### config.mk
export PLATFORM = sky130hd
export DESIGN_NAME = lpbs_ctrl
export DESIGN_NICKNAME = d
export VERILOG_FILES = /design/src/sv/lpbs_pkg.sv /design/src/sv/lpbs_ctrl.sv
export SDC_FILE = /design/constraint.sdc
export NUM_CORES = 1
export LEC_CHECK = 0
export BUFFER_PORTS_ARGS = -buffer_cell sky130_fd_sc_hd__clkbuf_2
export CORE_AREA = 2 2 42 44
export DETAILED_ROUTE_END_ITERATION = 10
export DIE_AREA = 0 0 44 46
export GPL_ROUTABILITY_DRIVEN = 0
export GPL_TIMING_DRIVEN = 0
export PLACE_DENSITY = 0.79
export SETUP_SLACK_MARGIN = 0.4
export SYNTH_ARGS = -nofsm -noshare
export SYNTH_HDL_FRONTEND = slang
export SYNTH_SLANG_ARGS = --single-unit
### constraint.sdc
create_clock -name clk -period 3.1 [get_ports clk]
set_clock_uncertainty 0.2 [all_clocks]
set_input_delay 0.775 -clock clk [delete_from_list [all_inputs] [get_ports clk]]
set_output_delay 0.775 -clock clk [all_outputs]
set_load 0.02 [all_outputs]
### src/sv/lpbs_pkg.sv
// ----------------------------------------------------------------------------
// lpbs_pkg
// Shared types and constants for the polar bin scan table: stream field
// layout, kind codes, register map and controller/datapath interface.
// ----------------------------------------------------------------------------
package lpbs_pkg;

  // field widths
  localparam int KIND_W     = 3;
  localparam int ANG_W      = 16;
  localparam int DIST_W     = 18;
  localparam int QUAL_W     = 8;
  localparam int RA_W       = 9;
  localparam int FIRST_W    = 9;
  localparam int LAST_W     = 10;
  localparam int YAW_W      = 16;

  // s_tdata layout, lowest bit up
  localparam int ANG_LSB    = 0;
  localparam int DIST_LSB   = 16;
  localparam int QUAL_LSB   = 34;
  localparam int RA_LSB     = 42;
  localparam int FIRST_LSB  = 51;
  localparam int LAST_LSB   = 60;
  localparam int THR_LSB    = 70;
  localparam int YAW_LSB    = 88;
  localparam int IN_DATA_W  = 104;

  localparam int OUT_PAD_W  = 4;
  localparam int OUT_DATA_W = 32;

  // angle scaling: bin = (angle_q14 * 90) >> 14
  localparam int NODE_SCALE = 90;
  localparam int SCALE_W    = 7;
  localparam int ANGLE_FRAC = 14;

  // constant-modulo unit: operand width and reciprocal precision
  localparam int MOD_W      = 16;
  localparam int MOD_K      = 25;

  // yaw is biased by half range so the modulo unit sees an unsigned value
  localparam int             YAW_HALF = 32768;
  localparam logic [YAW_W-1:0] YAW_FLIP = 16'h8000;

  // input kinds
  localparam logic [KIND_W-1:0] KIND_CLEAR  = 3'd0;
  localparam logic [KIND_W-1:0] KIND_NODE   = 3'd1;
  localparam logic [KIND_W-1:0] KIND_READ   = 3'd2;
  localparam logic [KIND_W-1:0] KIND_QUERY  = 3'd3;
  localparam logic [KIND_W-1:0] KIND_ROTATE = 3'd4;

  // modulo unit operand source
  localparam logic [1:0] SRC_NODE  = 2'd0;
  localparam logic [1:0] SRC_FIRST = 2'd1;
  localparam logic [1:0] SRC_YAW   = 2'd2;

  // register map
  localparam int ADDR_W = 3;
  localparam int REG_W  = 32;
  localparam logic REG_MIN_RANGE = 1'b0;
  localparam logic REG_MAX_RANGE = 1'b1;
  localparam logic [DIST_W-1:0] MAX_RANGE_RESET = 18'd16000;

  typedef struct packed {
    logic       capture;
    logic       mod_load;
    logic [1:0] mod_src;
    logic       mod_mul;
    logic       mod_qb;
    logic       mod_rem;
    logic       clr_step;
    logic       off_clear;
    logic       node_write;
    logic       rot_apply;
    logic       read_set;
    logic       res_read;
    logic       q_set;
    logic       q_next;
    logic       res_found;
    logic       out_load;
  } cmd_t;

  typedef struct packed {
    logic clr_last;
    logic span_empty;
    logic hit;
    logic at_last;
  } sts_t;

endpackage

### src/sv/lpbs_ctrl.sv
// ----------------------------------------------------------------------------
// lpbs_ctrl
// Sequencer: steps the datapath through each item kind, the bin sweeps and
// the result hand-off to the output register.
// ----------------------------------------------------------------------------
module lpbs_ctrl import lpbs_pkg::*; (
  input  logic              clk,
  input  logic              rst,
  input  logic              s_tvalid,
  output logic              s_tready,
  input  logic [KIND_W-1:0] kind,
  output logic              m_tvalid,
  input  logic              m_tready,
  input  sts_t              sts,
  output cmd_t              cmd
);

  localparam logic [3:0] S_INIT  = 4'd0;
  localparam logic [3:0] S_IDLE  = 4'd1;
  localparam logic [3:0] S_CLR   = 4'd2;
  localparam logic [3:0] S_MOD0  = 4'd3;
  localparam logic [3:0] S_MOD1  = 4'd4;
  localparam logic [3:0] S_MOD2  = 4'd5;
  localparam logic [3:0] S_MOD3  = 4'd6;
  localparam logic [3:0] S_NODE  = 4'd7;
  localparam logic [3:0] S_ROT   = 4'd8;
  localparam logic [3:0] S_RSET  = 4'd9;
  localparam logic [3:0] S_RWAIT = 4'd10;
  localparam logic [3:0] S_RCAP  = 4'd11;
  localparam logic [3:0] S_QSET  = 4'd12;
  localparam logic [3:0] S_QWAIT = 4'd13;
  localparam logic [3:0] S_QCMP  = 4'd14;
  localparam logic [3:0] S_DONE  = 4'd15;

  logic [3:0]        state;
  logic [3:0]        state_next;
  logic [KIND_W-1:0] kind_r;

  assign s_tready = (state == S_IDLE);

  always_comb begin
    cmd        = '0;
    state_next = state;
    unique case (state)
      S_INIT: begin
        cmd.clr_step = 1'b1;
        if (sts.clr_last) state_next = S_IDLE;
      end
      S_IDLE: begin
        if (s_tvalid) begin
          cmd.capture = 1'b1;
          unique case (kind)
            KIND_CLEAR:  state_next = S_CLR;
            KIND_NODE:   state_next = S_MOD0;
            KIND_QUERY:  state_next = S_MOD0;
            KIND_ROTATE: state_next = S_MOD0;
            KIND_READ:   state_next = S_RSET;
            default:     state_next = S_DONE;
          endcase
        end
      end
      S_CLR: begin
        cmd.clr_step = 1'b1;
        if (sts.clr_last) begin
          cmd.off_clear = 1'b1;
          state_next    = S_DONE;
        end
      end
      S_MOD0: begin
        cmd.mod_load = 1'b1;
        unique case (kind_r)
          KIND_NODE:  cmd.mod_src = SRC_NODE;
          KIND_QUERY: cmd.mod_src = SRC_FIRST;
          default:    cmd.mod_src = SRC_YAW;
        endcase
        state_next = S_MOD1;
      end
      S_MOD1: begin
        cmd.mod_mul = 1'b1;
        state_next  = S_MOD2;
      end
      S_MOD2: begin
        cmd.mod_qb = 1'b1;
        state_next = S_MOD3;
      end
      S_MOD3: begin
        cmd.mod_rem = 1'b1;
        unique case (kind_r)
          KIND_NODE:  state_next = S_NODE;
          KIND_QUERY: state_next = S_QSET;
          default:    state_next = S_ROT;
        endcase
      end
      S_NODE: begin
        cmd.node_write = 1'b1;
        state_next     = S_DONE;
      end
      S_ROT: begin
        cmd.rot_apply = 1'b1;
        state_next    = S_DONE;
      end
      S_RSET: begin
        cmd.read_set = 1'b1;
        state_next   = S_RWAIT;
      end
      S_RWAIT: begin
        state_next = S_RCAP;
      end
      S_RCAP: begin
        cmd.res_read = 1'b1;
        state_next   = S_DONE;
      end
      S_QSET: begin
        cmd.q_set  = 1'b1;
        state_next = sts.span_empty ? S_DONE : S_QWAIT;
      end
      S_QWAIT: begin
        state_next = S_QCMP;
      end
      S_QCMP: begin
        priority if (sts.hit) begin
          cmd.res_found = 1'b1;
          state_next    = S_DONE;
        end else if (sts.at_last) begin
          state_next = S_DONE;
        end else begin
          cmd.q_next = 1'b1;
          state_next = S_QWAIT;
        end
      end
      S_DONE: begin
        if (!m_tvalid || m_tready) begin
          cmd.out_load = 1'b1;
          state_next   = S_IDLE;
        end
      end
    endcase
  end

  always_ff @(posedge clk) begin
    if (rst) begin
      state    <= S_INIT;
      m_tvalid <= 1'b0;
    end else begin
      state <= state_next;
      if (cmd.out_load) begin
        m_tvalid <= 1'b1;
      end else if (m_tready) begin
        m_tvalid <= 1'b0;
      end
    end
  end

  always_ff @(posedge clk) begin
    if (cmd.capture) kind_r <= kind;
  end

endmodule

==> metrics.txt <==
status complete, no violations; largest cells by area after synthesis dfxtp_1, edfxtp_1, nor3_1; max incr delay on CP 340 ps; count leader, synth nor2_1; critical path startpoint category flop; WL final 2080 µm; Slew headroom 0.758; DR iter-0 viols 17; Hold WC Path Type flop to flop; CTS Buf Count 3; final hold vios 0; cell count after synthesis 95; Synth top cells by count nor2_1, nor3_1, nand2_1, dfxtp_1, inv_1; Worst path slowest cell dfxtp_1; clock transition at the registers of the reported paths 60 ps; Slew Limit Fails 0; Critical Path Sink Type primary output; Sink Count 8; Synth Cell Area 748 µm²; top_reg_cell synth dfxtp_1; total track usage 0.214; vias post-DR 876; Synth top area share 0.134; crit path DAT 1630 ps; largest net degree at the start of global routing 11; placed cell areas 915 µm²; clock root cell clkbuf_4; GR peak layer met2; grt met3 use 0.0516; post-route cell area 952 µm²; Post-synth EDFFs 3; worst-margin pin slew 362 ps; clock latency on the worst-skew pair 270 ps; drt drc 0; initial antenna violation count 0; Max IR drop VDD 0.000176 V; FP Rows 15; Max Cap Violations 0; part of the Yosys area used for sequential elements 0.254; Antenna diodes 0; synthesis-to-finish area growth 27.3%; Net Count, Synth 106; Total Negative Setup Slacks 0 ps; core area 0.00161 mm²; share of layout cells above drive strength 1 0.406; H-tree depth 1; TritonCTS clock tree built; Yosys reg bits 8; DR WL/cell 14.4 µm; first-pass GRT wire length 3110 µm; P per Cell Area 311 mW/mm²; critical path fanouts, max 10; setup violators final 0; Max clock buf depth 2; Pre-Repair DR Iteration Count 4; cell taking the most area after synthesis dfxtp_1; initial cell density of the core 0.464; fin crit period 2610 ps; Final Net Count 140; Ys Warns 0; Yosys cell types 41; Async SR Flop Fraction 0; Die Wd 44 µm; antenna viol nets, final 0; Period Utilization, post-route 0.842; port buffer count 29; I/O pin cnt 30; Worst Path Required 2120 ps; met1 usage 0.238; fmax 383 MHz; number of global-route vias before repair 708; leak pwr 0.412 nW; unrepaired setup endpoints after global routing yes; DP HPWL 1580 µm; die height 46 µm; Setup Crit Path Kind flop to primary output; crit-path cells buf_4 -> clkbuf_4 -> nor3_1 -> and2_4 -> clkbuf_2; Avg Cell Area, Syn 7.88 µm²; GR Util met2 0.371; die area 0.00202 mm²; vias per cell 6.04; grt total ovfl 0
stage by stage:
stage	std cells	worst slack, ps	hold WS, ps	util	total power [W]
final	145	490	417	0.590	0.000297
after global routing	145	398	459	0.590	0.000311
after CTS	145	457	421	0.583	0.000294
after detailed placement	141	747	412	0.567	0.000203
after global placement	141	758	397	0.567	0.000202
after floorplan	95	561	460	-	0.000177
state kept, by name, indices dropped and copies added (netlist names):
name,count
state,4
kind_r,3
m_tvalid,1
layout make-up:
type	instances	area (µm²)
clock buffer	4	26.3
fill	152	662
sequential	8	190
buffer	8	58.8
inverter	5	18.8
tap	17	21.3
multi-input combinational	74	492
timing repair buffer	29	145
repair_timing:
| action | 4_1_cts | 5_1_grt |
|---|---|---|
| gates resized for setup | 0 | 3 |
| hold buffers | 0 | 0 |
| endpoints found under the hold margin | 0 | 0 |
| endpoints found under the setup margin | 0 | 3 |
| buffers inserted | 0 | 0 |
cells by family after synthesis:
group	Yosys count	synth area share
mux	1	0.0134
flops	8	0.254
simple gates	50	0.396
buf+inv	13	0.100
compound gates	23	0.236
final timing paths:
check | from | end | slack (ps) | depth (start not counted)
setup / recovery | state[1] | cmd[16] | 490 | 5
hold / removal | m_tvalid | m_tvalid | 420 | 3
setup reg to reg | state[1] | state[0] | 1360 | 5
hold reg to reg | m_tvalid | m_tvalid | 420 | 3
placed cells by master, fill, tap and decap left out, types with 3 or more instances in the layout:
cell      instances
clkbuf_2         29
nor2_1           12
nor3_1            9
nand2_1           6
inv_1             5
dfxtp_1           5
buf_4             4
nor2b_1           4
clkbuf_4          4
a21oi_1           3
o21ai_0           3
edfxtp_1          3
per-layer routing:
layer | share of wire | vias up
met1 | 0.41 | 417
met2 | 0.51 | 34
met4 | 0.025 | 0
li1 | - | 418
met3 | 0.054 | 7
met5 | 0 | -
worst max-delay path: cells and delay by family (launching register included):
kind          cells  cell delay [ps]
buf+inv           3              540
simple gates      2              490
flops             1              340
power breakdown:
group / internal [W] / switching, W
logic: 0.0000351 / 0.0000539
registers: 0.000114 / 0.00000207
clock network: 0.0000497 / 0.0000419
total: 0.000199 / 0.0000980
Power figures use the tool's default switching activity.
