$ cat config.mk
export PLATFORM = sky130hd
export DESIGN_NAME = lpbs_regs
export DESIGN_NICKNAME = d
export VERILOG_FILES = /design/src/sv/lpbs_pkg.sv /design/src/sv/lpbs_regs.sv
export SDC_FILE = /design/constraint.sdc
export NUM_CORES = 1
export LEC_CHECK = 0
export BUFFER_PORTS_ARGS = -buffer_cell sky130_fd_sc_hd__buf_2
export CAP_MARGIN = 15
export CORE_MARGIN = 10
export CORE_UTILIZATION = 43
export CTS_CLUSTER_DIAMETER = 80
export DETAILED_ROUTE_END_ITERATION = 8
export GPL_ROUTABILITY_DRIVEN = 0
export PLACE_DENSITY = 0.8
export SYNTH_ARGS = -nofsm -noshare
export SYNTH_HDL_FRONTEND = slang
export SYNTH_SLANG_ARGS = --single-unit
$ cat constraint.sdc
create_clock -name clk -period 1.1 [get_ports clk]
set_input_delay 0.11 -clock clk [delete_from_list [all_inputs] [get_ports clk]]
set_output_delay 0.11 -clock clk [all_outputs]
set_load 0.01 [all_outputs]
$ cat src/sv/lpbs_pkg.sv
// ----------------------------------------------------------------------------
// lpbs_pkg
// Shared types and constants for the polar bin scan table: stream field
// layout, kind codes, register map and controller/datapath interface.
// ----------------------------------------------------------------------------
package lpbs_pkg;

  // field widths
  localparam int KIND_W     = 3;
  localparam int ANG_W      = 16;
  localparam int DIST_W     = 18;
  localparam int QUAL_W     = 8;
  localparam int RA_W       = 9;
  localparam int FIRST_W    = 9;
  localparam int LAST_W     = 10;
  localparam int YAW_W      = 16;

  // s_tdata layout, lowest bit up
  localparam int ANG_LSB    = 0;
  localparam int DIST_LSB   = 16;
  localparam int QUAL_LSB   = 34;
  localparam int RA_LSB     = 42;
  localparam int FIRST_LSB  = 51;
  localparam int LAST_LSB   = 60;
  localparam int THR_LSB    = 70;
  localparam int YAW_LSB    = 88;
  localparam int IN_DATA_W  = 104;

  localparam int OUT_PAD_W  = 4;
  localparam int OUT_DATA_W = 32;

  // angle scaling: bin = (angle_q14 * 90) >> 14
  localparam int NODE_SCALE = 90;
  localparam int SCALE_W    = 7;
  localparam int ANGLE_FRAC = 14;

  // constant-modulo unit: operand width and reciprocal precision
  localparam int MOD_W      = 16;
  localparam int MOD_K      = 25;

  // yaw is biased by half range so the modulo unit sees an unsigned value
  localparam int             YAW_HALF = 32768;
  localparam logic [YAW_W-1:0] YAW_FLIP = 16'h8000;

  // input kinds
  localparam logic [KIND_W-1:0] KIND_CLEAR  = 3'd0;
  localparam logic [KIND_W-1:0] KIND_NODE   = 3'd1;
  localparam logic [KIND_W-1:0] KIND_READ   = 3'd2;
  localparam logic [KIND_W-1:0] KIND_QUERY  = 3'd3;
  localparam logic [KIND_W-1:0] KIND_ROTATE = 3'd4;

  // modulo unit operand source
  localparam logic [1:0] SRC_NODE  = 2'd0;
  localparam logic [1:0] SRC_FIRST = 2'd1;
  localparam logic [1:0] SRC_YAW   = 2'd2;

  // register map
  localparam int ADDR_W = 3;
  localparam int REG_W  = 32;
  localparam logic REG_MIN_RANGE = 1'b0;
  localparam logic REG_MAX_RANGE = 1'b1;
  localparam logic [DIST_W-1:0] MAX_RANGE_RESET = 18'd16000;

  typedef struct packed {
    logic       capture;
    logic       mod_load;
    logic [1:0] mod_src;
    logic       mod_mul;
    logic       mod_qb;
    logic       mod_rem;
    logic       clr_step;
    logic       off_clear;
    logic       node_write;
    logic       rot_apply;
    logic       read_set;
    logic       res_read;
    logic       q_set;
    logic       q_next;
    logic       res_found;
    logic       out_load;
  } cmd_t;

  typedef struct packed {
    logic clr_last;
    logic span_empty;
    logic hit;
    logic at_last;
  } sts_t;

endpackage

$ cat src/sv/lpbs_regs.sv
// ----------------------------------------------------------------------------
// lpbs_regs
// APB register file holding the lower and upper range limits.
// ----------------------------------------------------------------------------
module lpbs_regs import lpbs_pkg::*; (
  input  logic              clk,
  input  logic              rst,
  input  logic              psel,
  input  logic              penable,
  input  logic              pwrite,
  input  logic [ADDR_W-1:0] paddr,
  input  logic [REG_W-1:0]  pwdata,
  output logic [REG_W-1:0]  prdata,
  output logic              pready,
  output logic [DIST_W-1:0] min_range,
  output logic [DIST_W-1:0] max_range
);

  logic reg_idx;
  logic wr;

  assign reg_idx = paddr[ADDR_W-1];
  assign pready  = 1'b1;
  assign wr      = psel & penable & pwrite;

  always_ff @(posedge clk) begin
    if (rst) begin
      min_range <= '0;
      max_range <= MAX_RANGE_RESET;
    end else if (wr) begin
      unique case (reg_idx)
        REG_MIN_RANGE: min_range <= pwdata[DIST_W-1:0];
        REG_MAX_RANGE: max_range <= pwdata[DIST_W-1:0];
      endcase
    end
  end

  always_comb begin
    unique case (reg_idx)
      REG_MIN_RANGE: prdata = REG_W'(min_range);
      REG_MAX_RANGE: prdata = REG_W'(max_range);
    endcase
  end

endmodule

==> results of run 1 <==
-- worst max path at each step --
stage | start | end | slack (ns) | depth (start not counted)
floorplan | paddr[2] | min_range[10]$_SDFFE_PP0P_ | 0.24 | 4
global placement | rst | max_range[2]$_SDFFE_PP0P_ | -0.01 | 3
detailed placement | rst | max_range[3]$_SDFFE_PP0P_ | -0.03 | 3
CTS | min_range[17]$_SDFFE_PP0P_ | prdata[17] | -0.01 | 2
global route | min_range[1]$_SDFFE_PP0P_ | prdata[1] | -0.05 | 2
finish | min_range[16]$_SDFFE_PP0P_ | prdata[16] | -0.006 | 2
-- critical path, delay by kind of cell (launching register included) --
kind	cells	cell delay, ns
buffers and inverters	1	0.12
multiplexers	1	0.27
flip-flops	1	0.33
-- area by class of cell --
cell class	instances	share of cell area
clock buffer	6	0.0264
clock inverter	1	0.00182
tap	50	0.0228
sequential	36	0.279
timing repair buffer	112	0.286
multi-input combinational	133	0.384
-- registers in the layout (all words and copies together) (netlist names) --
| signal | count |
|---|---|
| min_range | 18 |
| max_range | 18 |
-- what timing repair did --
item	CTS	global route
buffers inserted	25	3
hold buffers	0	0
setup endpoints to repair	18	18
gates resized for setup	57	12
-- power by group --
group	internal [mW]	total (mW)	switching (mW)
registers	1.34	1.35	0.0169
clock network	0.430	0.860	0.430
logic	0.245	0.456	0.211
-- cell families after synthesis --
| kind of cell | after synthesis | synth area share |
|---|---|---|
| and+or+nand+nor | 64 | 0.205 |
| muxes | 54 | 0.304 |
| DFF | 36 | 0.389 |
| buffers and inverters | 27 | 0.0974 |
| other | 2 | 0.00406 |
-- Yosys cell counts --
library cell / instances
and4_1: 1
buf_6: 2
conb_1: 2
nand4_1: 1
clkbuf_1: 6
buf_2: 3
mux2_2: 18
mux2i_1: 36
nand4b_1: 1
and4b_1: 1
nand2b_1: 48
buf_4: 16
dfxtp_1: 36
nor2_1: 12
-- per-stage QoR --
stage	setup slack, ns	cell area, sq um	cells
after detailed placement	-0.0264	2240	303
after global routing	-0.0451	2750	338
after CTS	-0.0112	2690	335
after global placement	-0.0121	2240	303
final	-0.00614	2750	338
after floorplan	0.236	1900	196
-- routing by layer --
metal,up-vias,part of all wire,wire (microns),GRT usage
li1,780,-,-,-
met4,0,0.0049,25,0.0314
met5,-,0,0,0
met3,4,0.087,442,0.0653
met2,63,0.52,2650,0.240
met1,752,0.39,1990,0.137
==> impl.org, run 1 <==
** Timing
- The tightest hold path in the finished design has a slack of between 0.09 and 0.1 ns.
- Max Slew Vio Count :: 0
- Setup repair after global routing could not meet its margin everywhere.
- Based on the critical path, the design can be clocked at up to ~900 MHz.
- In the finished design, the share of the clock period the worst path needs comes to 1.01.
- The count of final hold-check violations came to 0.
- Final setup violation count :: 4
- The worst path in the final design needs a cycle of 1.11 ns, including I/O delays and setup.
- Remaining max-slew budget at the tightest pin :: 0.487
- In the post-route analysis, the smallest setup slack over all paths is -0.00614 ns.
- At the pin with the least slew margin, the transition time is 0.769 ns.
- Largest clock skew in the final design :: 0 ns
- Total Negative Setup Slacks :: -0.0136 ns

** Routing
- The routed design has approximately 5000 microns of wire.
- Detail Route Antenna Nets :: 0
- Detailed-route vias per instance :: between 4 and 5
- First DRT Iteration DRCs :: between 40 and 50
- The first TritonRoute pass finished after 5 iterations.
- After detailed routing, the average wire length per cell comes to between 15 and 20 microns.
- Across all layers, the routed design uses between 1500 and 2000 vias.
- For this run, design rule violations remaining after detail routing come to 0.

** Layout
- Synth-to-layout area growth :: 48.4%
- For this run, the share of the core covered by cells in the final layout is 0.672.
- In the final layout, the share of cells above drive strength 1 is 0.597.
- Layout filler cell count :: ~340
- The library cell used most frequently in the layout, excluding fill and tap cells, is buf_2.
- In the final layout, flip-flops and latches occupy approximately 770 sq um.
- 0 antenna diodes ended up in the layout.
- The library cells used most frequently in the layout, excluding fill and tap cells, are buf_2, nand2b_1, mux2i_1, dfxtp_2, buf_4.
- Area taken by multi-input logic gates :: 0.00105 sq mm
- # nets final :: approximately 330

** Logic synthesis
- Netlist area before placement :: about 0.0019 sq mm
- In the synthesized netlist, the number of instances is about 180.
- Seq/Total Area, Yosys :: 0.389
- Sorting the synthesized cells by area gives the leading types as dfxtp_1, mux2i_1, nand2b_1, mux2_2, buf_4.
- The share of synthesized area in the top cell type comes to 0.389.
- Biggest area consumer among synthesized cells :: dfxtp_1
- The synthesized design contains 36 register bits.
- The number of different library cells used by synthesis comes to 14.
- Synthesis warning total :: 0
- Post-synthesis average cell area :: 10.1 sq um

** Status
- Result of the run :: finished, violations left
- The checks that failed: negative setup slack.

** Worst setup path
- On the worst path, the slowest cell contributes a delay of 0.33 ns.
- The worst register-to-register path begins at max_range[12]$_SDFFE_PP1P_.
- STA puts the critical path data arrival time at 1.00 ns.
- Data on the critical path is required at its endpoint by a little under 1 ns.
- The critical path goes through mux2_4, buf_6.
- Critical path launch point type :: register
- For the worst flop-to-flop path, the logic depth is 3.
- The worst setup path is of the register to output port kind.
- Endpoint of the lowest-slack register-to-register path :: max_range[12]$_SDFFE_PP1P_
- The worst register-to-register path has a setup slack of slightly below 0.3 ns.
- The worst setup path is captured at an output port.
- Along the worst path, the maximum fanout reaches 2.
- The slowest stage of the critical path is the dfxtp_2 cell.

** Run
- The tool flagged a number of max-cap violations equal to 0.

** Clock tree
- TritonCTS clock tree :: yes
- Cts bufs inserted :: 5
- In this run the deepest clock path goes through 2 buffers.
- In this run the clock root is driven by a clkbuf_8.
- Clock Sink Count :: 36
- After clock tree synthesis, the clock-pin slew on the worst setup and hold paths is 0.07 ns.
- Worst-Skew Late Latency :: about 0.27 ns
- H-Tree Level Count :: 2

** GRT
- Antenna violations before repair :: 0
- Entering global routing, the biggest net connects 61 pins.
- Vias in the first global route :: approximately 1700
- Global-route usage over all layers :: 0.134
- Global-route wire length before repair :: roughly 8200 microns
- Summed over all layers, the global routing overflow is 0.

** Floorplan
- Core Area :: 0.00409 sq mm
- The floorplan step set the die height to about 86 microns.
- Number of I/O pins :: 109
- The floorplan step defined a die boundary enclosing between 0.007 and 0.008 sq mm.
- The floorplan has 23 rows.
- Measured along the x axis, the die boundary spans 85.6 microns.
- For this configuration, the core starts out at a cell density of 0.453.

** Worst hold path
- For hold timing, the worst endpoint is min_range[11]$_SDFFE_PP0P_.
- The path class of the tightest hold or removal check is input pin to register.
- Source of the worst hold timing path :: pwdata[11]
- Number of stages on the worst hold path :: 3

** Pwr
- Summed over all cells, the static leakage comes to about 1.4 nW.
- Overall power consumption after layout is estimated at 2.67 mW.
- Across the VDD grid, the largest voltage drop is ~740 uV.
- Total power divided by cell area :: just under 1000 mW/mm^2

** Placement
- Half-perimeter wire length of the detailed placement result :: ~3400 microns
- Number of buffers inserted by port buffering :: 77
Note: power is estimated with default switching activity, not from simulation.
==> run 2, diff against run 1 <==
- CORE_MARGIN: 10 -> unset
==> run 2 against run 1 <==
Against the previous run: the flow still finishes with violations (negative setup slack); power up 3.5%; global-route usage up 6.2 points; maximum frequency down 0.96%; cell count up 1.5%; count of clock-buffer cells in the layout up 2; utilization up 1.8 points; via count up 0.44%; critical path depth unchanged; clock power up 11%.
==> impl.org, run 2 (synthesis gave the netlist of run 1 again) <==
** Clock tree
- Clock tree buffer depth :: 2
- Clock Sink Count :: 36
- TritonCTS clock tree :: yes
- Register clock-pin slew on the reported worst setup and hold paths :: ~0.070 ns
- In this run the clock root is driven by a clkbuf_8.
- Clock tree synthesis inserted a total of 5 buffers.
- Worst-Skew Late Latency :: roughly 0.28 ns
- Hold-fix buffer count after cts :: 0
- In this run the number of H-tree levels came out at 2.

** Routing
- In the routed layout, each cell is associated on average with a via count of around 4.7.
- First-pass DRT Iterations :: 4
- The final route contains about 1600 vias.
- The routed design has 4360 microns of wire.
- After detailed routing, the average wire length per cell comes to ~13 microns.
- In this run the remaining antenna-violating nets after routing total 0.
- The detailed router finished its first iteration with 60 violations.
- DRC violation count after routing :: 0

** Floorplan
- Measured along the y axis, the die boundary spans roughly 68 microns.
- Row generation in the floorplan step produced 23 rows.
- The floorplan step defined a die boundary enclosing between 0.004 and 0.005 sq mm.
- Core Area :: between 0.004 and 0.005 sq mm
- For this configuration, the core starts out at a cell density of 0.456.
- Number of I/O pins :: approximately 110
- The die is about 68 microns wide.

** GRT
- In the global route stage, overall resource usage came out at 0.196.
- Vias in the first global route :: between 1000 and 1500
- Summed over all layers, the global routing overflow is 0.
- Maximum number of pins on one net before global-route repair :: 61
- The first global-routing pass estimated between 6000 and 7000 microns of wire.
- The number of antenna violations at the first check in global routing was 0.

** Worst setup path
- In this run the worst path has a maximum fanout of 3.
- The critical path goes through mux2_2, buf_6.
- The critical path is of the register to output port type.
- Critical Path AT :: a little over 1 ns
- Crit-path slowest cell :: dfxtp_2
- Worst endpoint required time :: 0.99 ns
- The worst setup path is launched from a register.
- On the worst path, the slowest cell contributes a delay of between 0.3 and 0.4 ns.
- The kind of cell with the highest combined delay along the critical path is flip-flops.
- Critical Path Sink Type :: output port
- The number of buffers and inverters on the critical path is 1.

** Run
- The tool flagged a number of max-cap violations equal to 0.

** Status
- Result of the run :: finished, violations left
- Violations in the final reports :: negative setup slack

** Layout
- Commonest non-fill, non-tap cells in the layout :: buf_2, nand2b_1, mux2i_1, dfxtp_2, buf_4
- Most common library cell in the layout ignoring fill and taps :: buf_2
- The repair_antennas step left the layout with diodes totalling 0.
- # nets final :: ~330
- Measured on the finished design, the core utilization comes to 0.690.
- Biggest regs :: max_range (18), min_range (18)
- Relative to the synthesized area, the layout overhead comes to 51.4%.
- Share of final-layout standard cells stronger than drive strength 1 :: 0.601

** Timing
- In the post-route analysis, the smallest setup slack over all paths is -0.0168 ns.
- Dividing the final minimum period by the clock period gives 1.02.
- The tightest hold path in the finished design has a slack of just under 0.09 ns.
- Largest clock skew in the final design :: 0 ns
- Final setup violation count :: 5
- Final-report hold violation count :: 0
- Setup repair after global routing missed its margin :: true
- Remaining max-slew budget at the tightest pin :: 0.491
- Shortest period the worst path allows :: 1.12 ns
- Total Negative Setup Slacks :: -0.0299 ns
- Worst slew pin tran :: approximately 0.76 ns
- FMAX :: between 800 and 900 MHz
- Max Slew Vio Count :: 0

** Pwr
- Worst IR Drop VDD :: a little over 500 uV
- Static leakage power :: between 1 and 1.5 nW
- Power spread over the standard cell area amounts to 987 mW/mm^2.

** Placement
- During placement, the flow inserted port buffers numbering between 70 and 80.
- Half-perimeter wire length of the detailed placement result :: 2690 microns

** Worst hold path
- Path type of the worst min-delay path :: input pin to register
-- run 2: path summary, 6_finish.rpt --
path	slack (ns)	cells past startpoint	start	end
max	-0.02	2	min_range[3]$_SDFFE_PP0P_	prdata[3]
max reg2reg	0.36	3	max_range[11]$_SDFFE_PP1P_	max_range[11]$_SDFFE_PP1P_
min reg2reg	0.48	2	max_range[3]$_SDFFE_PP0P_	max_range[3]$_SDFFE_PP0P_
min	0.09	3	pwdata[11]	min_range[11]$_SDFFE_PP0P_
-- run 2: area by class of cell --
type | count | area, sq um
clock buffer | 8 | 90.1
fill | 322 | 1260
multi-input combinational | 133 | 1050
sequential | 36 | 766
tap | 50 | 62.6
timing repair buffer | 116 | 828
-- run 2: worst min-delay path: stages --
cell and delay, ns:
buf_2 0.10, nand2b_1 0.06, mux2i_1 0.06
-- run 2: routing by layer --
layer	track usage	vias up	part of all wire
met2	0.348	55	0.54
met1	0.227	760	0.41
met4	0.0638	0	0.0055
met3	0.0490	2	0.052
li1	-	789	-
met5	0	-	0
-- run 2: metrics by stage --
step	power (mW)	worst slack [ns]	instance area [sq um]	std cells
3_5_place_dp	1.74	-0.0346	2250	302
6_report	2.76	-0.0168	2800	343
3_3_place_gp	1.73	0.00358	2250	302
5_1_grt	2.89	-0.0472	2800	343
2_1_floorplan	1.64	0.236	1900	196
4_1_cts	2.78	-0.0144	2770	343
-- run 2: power breakdown --
| part | switching, mW | internal (mW) |
|---|---|---|
| combinational | 0.207 | 0.251 |
| clock | 0.442 | 0.511 |
| sequential | 0.0163 | 1.34 |
-- run 2: what timing repair did --
item                                    CTS  global route
pin swaps                                 0             0
cloned                                    0             0
gates resized for setup                  60             9
hold endpoints to repair                  0             0
endpoints found under the setup margin   18            18
buffers inserted                         33             0
==> run 3, diff against run 2 <==
- ABC_AREA: unset -> 1
- CORE_UTILIZATION: 43 -> 38
- PLACE_DENSITY: 0.8 -> 0.72
==> run 3 against run 2 <==
Against the previous run: the run now ends clean; via count grew 17%; sequential share of layout area is 3.4 points higher; synthesized cell count is 57% higher; global-route usage fell by 2.4 points; critical endpoint is now prdata[15].
==> impl.org, run 3 <==
** Worst setup path
- In this run the worst path has a maximum fanout of 22.
- The kind of cell with the highest combined delay along the critical path is buffers and inverters.
- The worst setup path is of the input pin to output port kind.
- The largest individual stage delay along the critical path comes from the cell buf_4.
- The signal on the critical path passes through buf_2, buf_4, nand2_1, nand2_1, buf_2.
- Worst endpoint required time :: approximately 1 ns
- Buffers & Inverters on Critical Path :: 3
- Critical Path Sink Type :: output port
- Critical path launch point type :: input pin
- Critical path's largest stage delay :: roughly 0.30 ns
- At the worst endpoint, the arrival time is 0.89 ns.

** Placement
- Summing all placed instances gives a cell area of around 0.0023 sq mm.
- Post-place setup slack :: slightly above 0.09 ns
- Half-perimeter wire length of the detailed placement result :: 2920 microns
- Number of buffers inserted by port buffering :: slightly below 80

** Logic synthesis
- The share of synthesized area in the top cell type comes to 0.389.
- Seq/Total Area, Yosys :: 0.389
- The synthesized design contains 0 enable-type register cells.
- By count the netlist is led by nand2_1, nor2_1, dfxtp_1, nand3_1, inv_1.
- Sorting the synthesized cells by area gives the leading types as dfxtp_1, nand2_1, nor2_1, nand3_1, buf_4.
- Most common cell in the synthesized netlist :: nand2_1
- Number of different library cells in the post-synthesis netlist :: 16
- The synthesized design contains 36 register bits.
- Counting every instance in the synthesized netlist gives about 290.
- Netlist area before placement :: 0.00185 sq mm
- For this run, the leading register cell type out of synthesis is dfxtp_1.
- Fraction of registers with async set/reset :: 0
- Biggest area consumer among synthesized cells :: dfxtp_1
- Synthesis warning total :: 0
- Averaged over all synthesized cells, the footprint is 6.46 sq um.

** Routing
- After detailed routing, the total wire length is 4290 microns.
- Routed length per instance :: approximately 10 microns
- DRC violation count after routing :: 0
- Detailed-route vias per instance :: around 4.4
- Detail Route Antenna Nets :: 0
- Vias after detailed routing :: around 1900
- First-pass DRT Iterations :: 4
- The first routing iteration left 95 violations.

** Layout
- The number of antenna diodes in the final layout is 0.
- Synth-to-layout area growth :: 26.5%
- Commonest non-fill, non-tap cells in the layout :: nand2_1, buf_2, nor2_1
- With fillers left out, the area of the finished cells amounts to approximately 0.0023 sq mm.
- Biggest regs :: max_range (18), min_range (18)
- In the final layout, the share of cells above drive strength 1 is 0.262.
- # nets final :: approximately 400
- Leaving out fill and tap cells, the most frequent cell in the layout is nand2_1.

** Clock tree
- Hold repair after CTS inserted 0 buffers.
- Root buf cell :: clkbuf_8
- After clock tree synthesis, the clock-pin slew on the worst setup and hold paths is approximately 0.060 ns.
- At the later pin of the worst-skew pair, clock insertion delay measures about 0.29 ns.
- Clock tree synthesis inserted a total of 5 buffers.
- The H-tree was split into 2 levels.
- The tree built by TritonCTS fans out to 36 sinks.
- In this run, post-CTS repair resized a total of 0 instances.
- TritonCTS clock tree :: yes
- After clock tree synthesis, the setup repair step added 0 buffers.
- Counting along the longest clock path gives a buffer depth of 2.

** Timing
- The worst path needs 1.00 ns of the cycle, external delays included.
- Setup repair after global routing missed its margin :: false
- Final-report hold violation count :: 0
- Max Slew Vio Count :: 0
- Largest clock skew in the final design :: 0 ns
- Setup slack on the critical path of the routed design comes to about 0.096 ns.
- Period utilization :: 0.913
- Derived from the worst setup path, the maximum achievable clock frequency is 996 MHz.
- Final setup violation count :: 0
- Total Negative Setup Slacks :: 0 ns

** GRT
- Maximum number of pins on one net before global-route repair :: 37
- The number of antenna violations at the first check in global routing was 0.
- Leftover overflow at the end of global routing :: 0
- Global-route wire length before repair :: about 6800 microns
- The number of global-route vias before repair is approximately 1500.
- In the global route stage, overall resource usage came out at 0.172.

** Pwr
- After layout, the design draws a total of about 2.8 mW.
- Static leakage power :: 1.34 nW
- IR analysis of the VDD net gives a maximum drop of 625 uV.
- Dividing total power by cell area gives a power density of 1190 mW/mm^2.

** Floorplan
- Initial cell density of the core :: 0.393
- The die is between 70 and 80 microns wide.
- The die is about 72 microns tall.
- In this run the core area contains 25 standard-cell rows.
- During I/O placement, the number of pins put on the boundary was approximately 110.
- The floorplan step defined a core boundary enclosing ~0.0047 sq mm.
- Total Die Area :: slightly above 0.005 sq mm

** Worst hold path
- The min-delay analysis places its worst path in the category input pin to register.

** Run
- Max Cap Violations :: 0

** Status
- The flow ran to the end, and the final reports show no timing, DRC or antenna violations.
## run 3: cell count changes after synthesis, moves of 18 or more
cell / previous run / this run
mux2i_1: 36 / 0
mux2_2: 18 / 0
nand2b_1: 48 / 0
nand2_1: 0 / 98
inv_1: 0 / 19
nor2_1: 12 / 60
nand3_1: 0 / 36
## run 3: per-stage QoR
| step | hold slack, ns | cells | utilization |
|---|---|---|---|
| 2_1_floorplan | 0.236 | 300 | - |
| 3_3_place_gp | 0.340 | 421 | 0.477 |
| 3_5_place_dp | 0.342 | 421 | 0.477 |
| 4_1_cts | 0.0417 | 429 | 0.496 |
| 5_1_grt | 0.0495 | 429 | 0.496 |
| 6_report | 0.0484 | 429 | 0.496 |
## run 3: report_power, final
group	leakage (nW)	internal [mW]	switching (mW)
combinational	1.00	0.181	0.280
clock	0.0455	0.510	0.438
sequential	0.293	1.35	0.0328
total	1.34	2.04	0.751
## run 3: tightest hold or removal path, stage by stage
cell,delay [ns]
buf_2,0.08
nand2_1,0.04
nand3_1,0.06
## run 3: worst paths after layout
check	startpoint	end	depth (start not counted)	slack, ns
hold / removal	pwdata[11]	max_range[11]$_SDFFE_PP1P_	3	0.05
hold reg to reg	max_range[9]$_SDFFE_PP1P_	max_range[9]$_SDFFE_PP1P_	2	0.48
setup reg to reg	min_range[7]$_SDFFE_PP0P_	min_range[7]$_SDFFE_PP0P_	2	0.51
setup / recovery	paddr[2]	prdata[15]	5	0.1
## run 3: kinds of logic after synthesis
kind of cell           after synthesis  synth area share
buffers and inverters               51             0.156
and+or+nand+nor                    198             0.451
other                                2           0.00405
DFF                                 36             0.389
## run 3: metal layers
layer | track usage | wire length, microns
met1 | 0.189 | 1920
met2 | 0.312 | 2020
met3 | 0.0549 | 296
met4 | 0.0588 | 56
met5 | 0 | 0
## run 3: final cells by class
type	count	area, sq um
clock buffers	8	90.1
repair buffers	84	475
multi-input cells	213	893
fillers	493	2380
well taps	67	83.8
flip-flops and latches	36	721
inverters	21	81.3
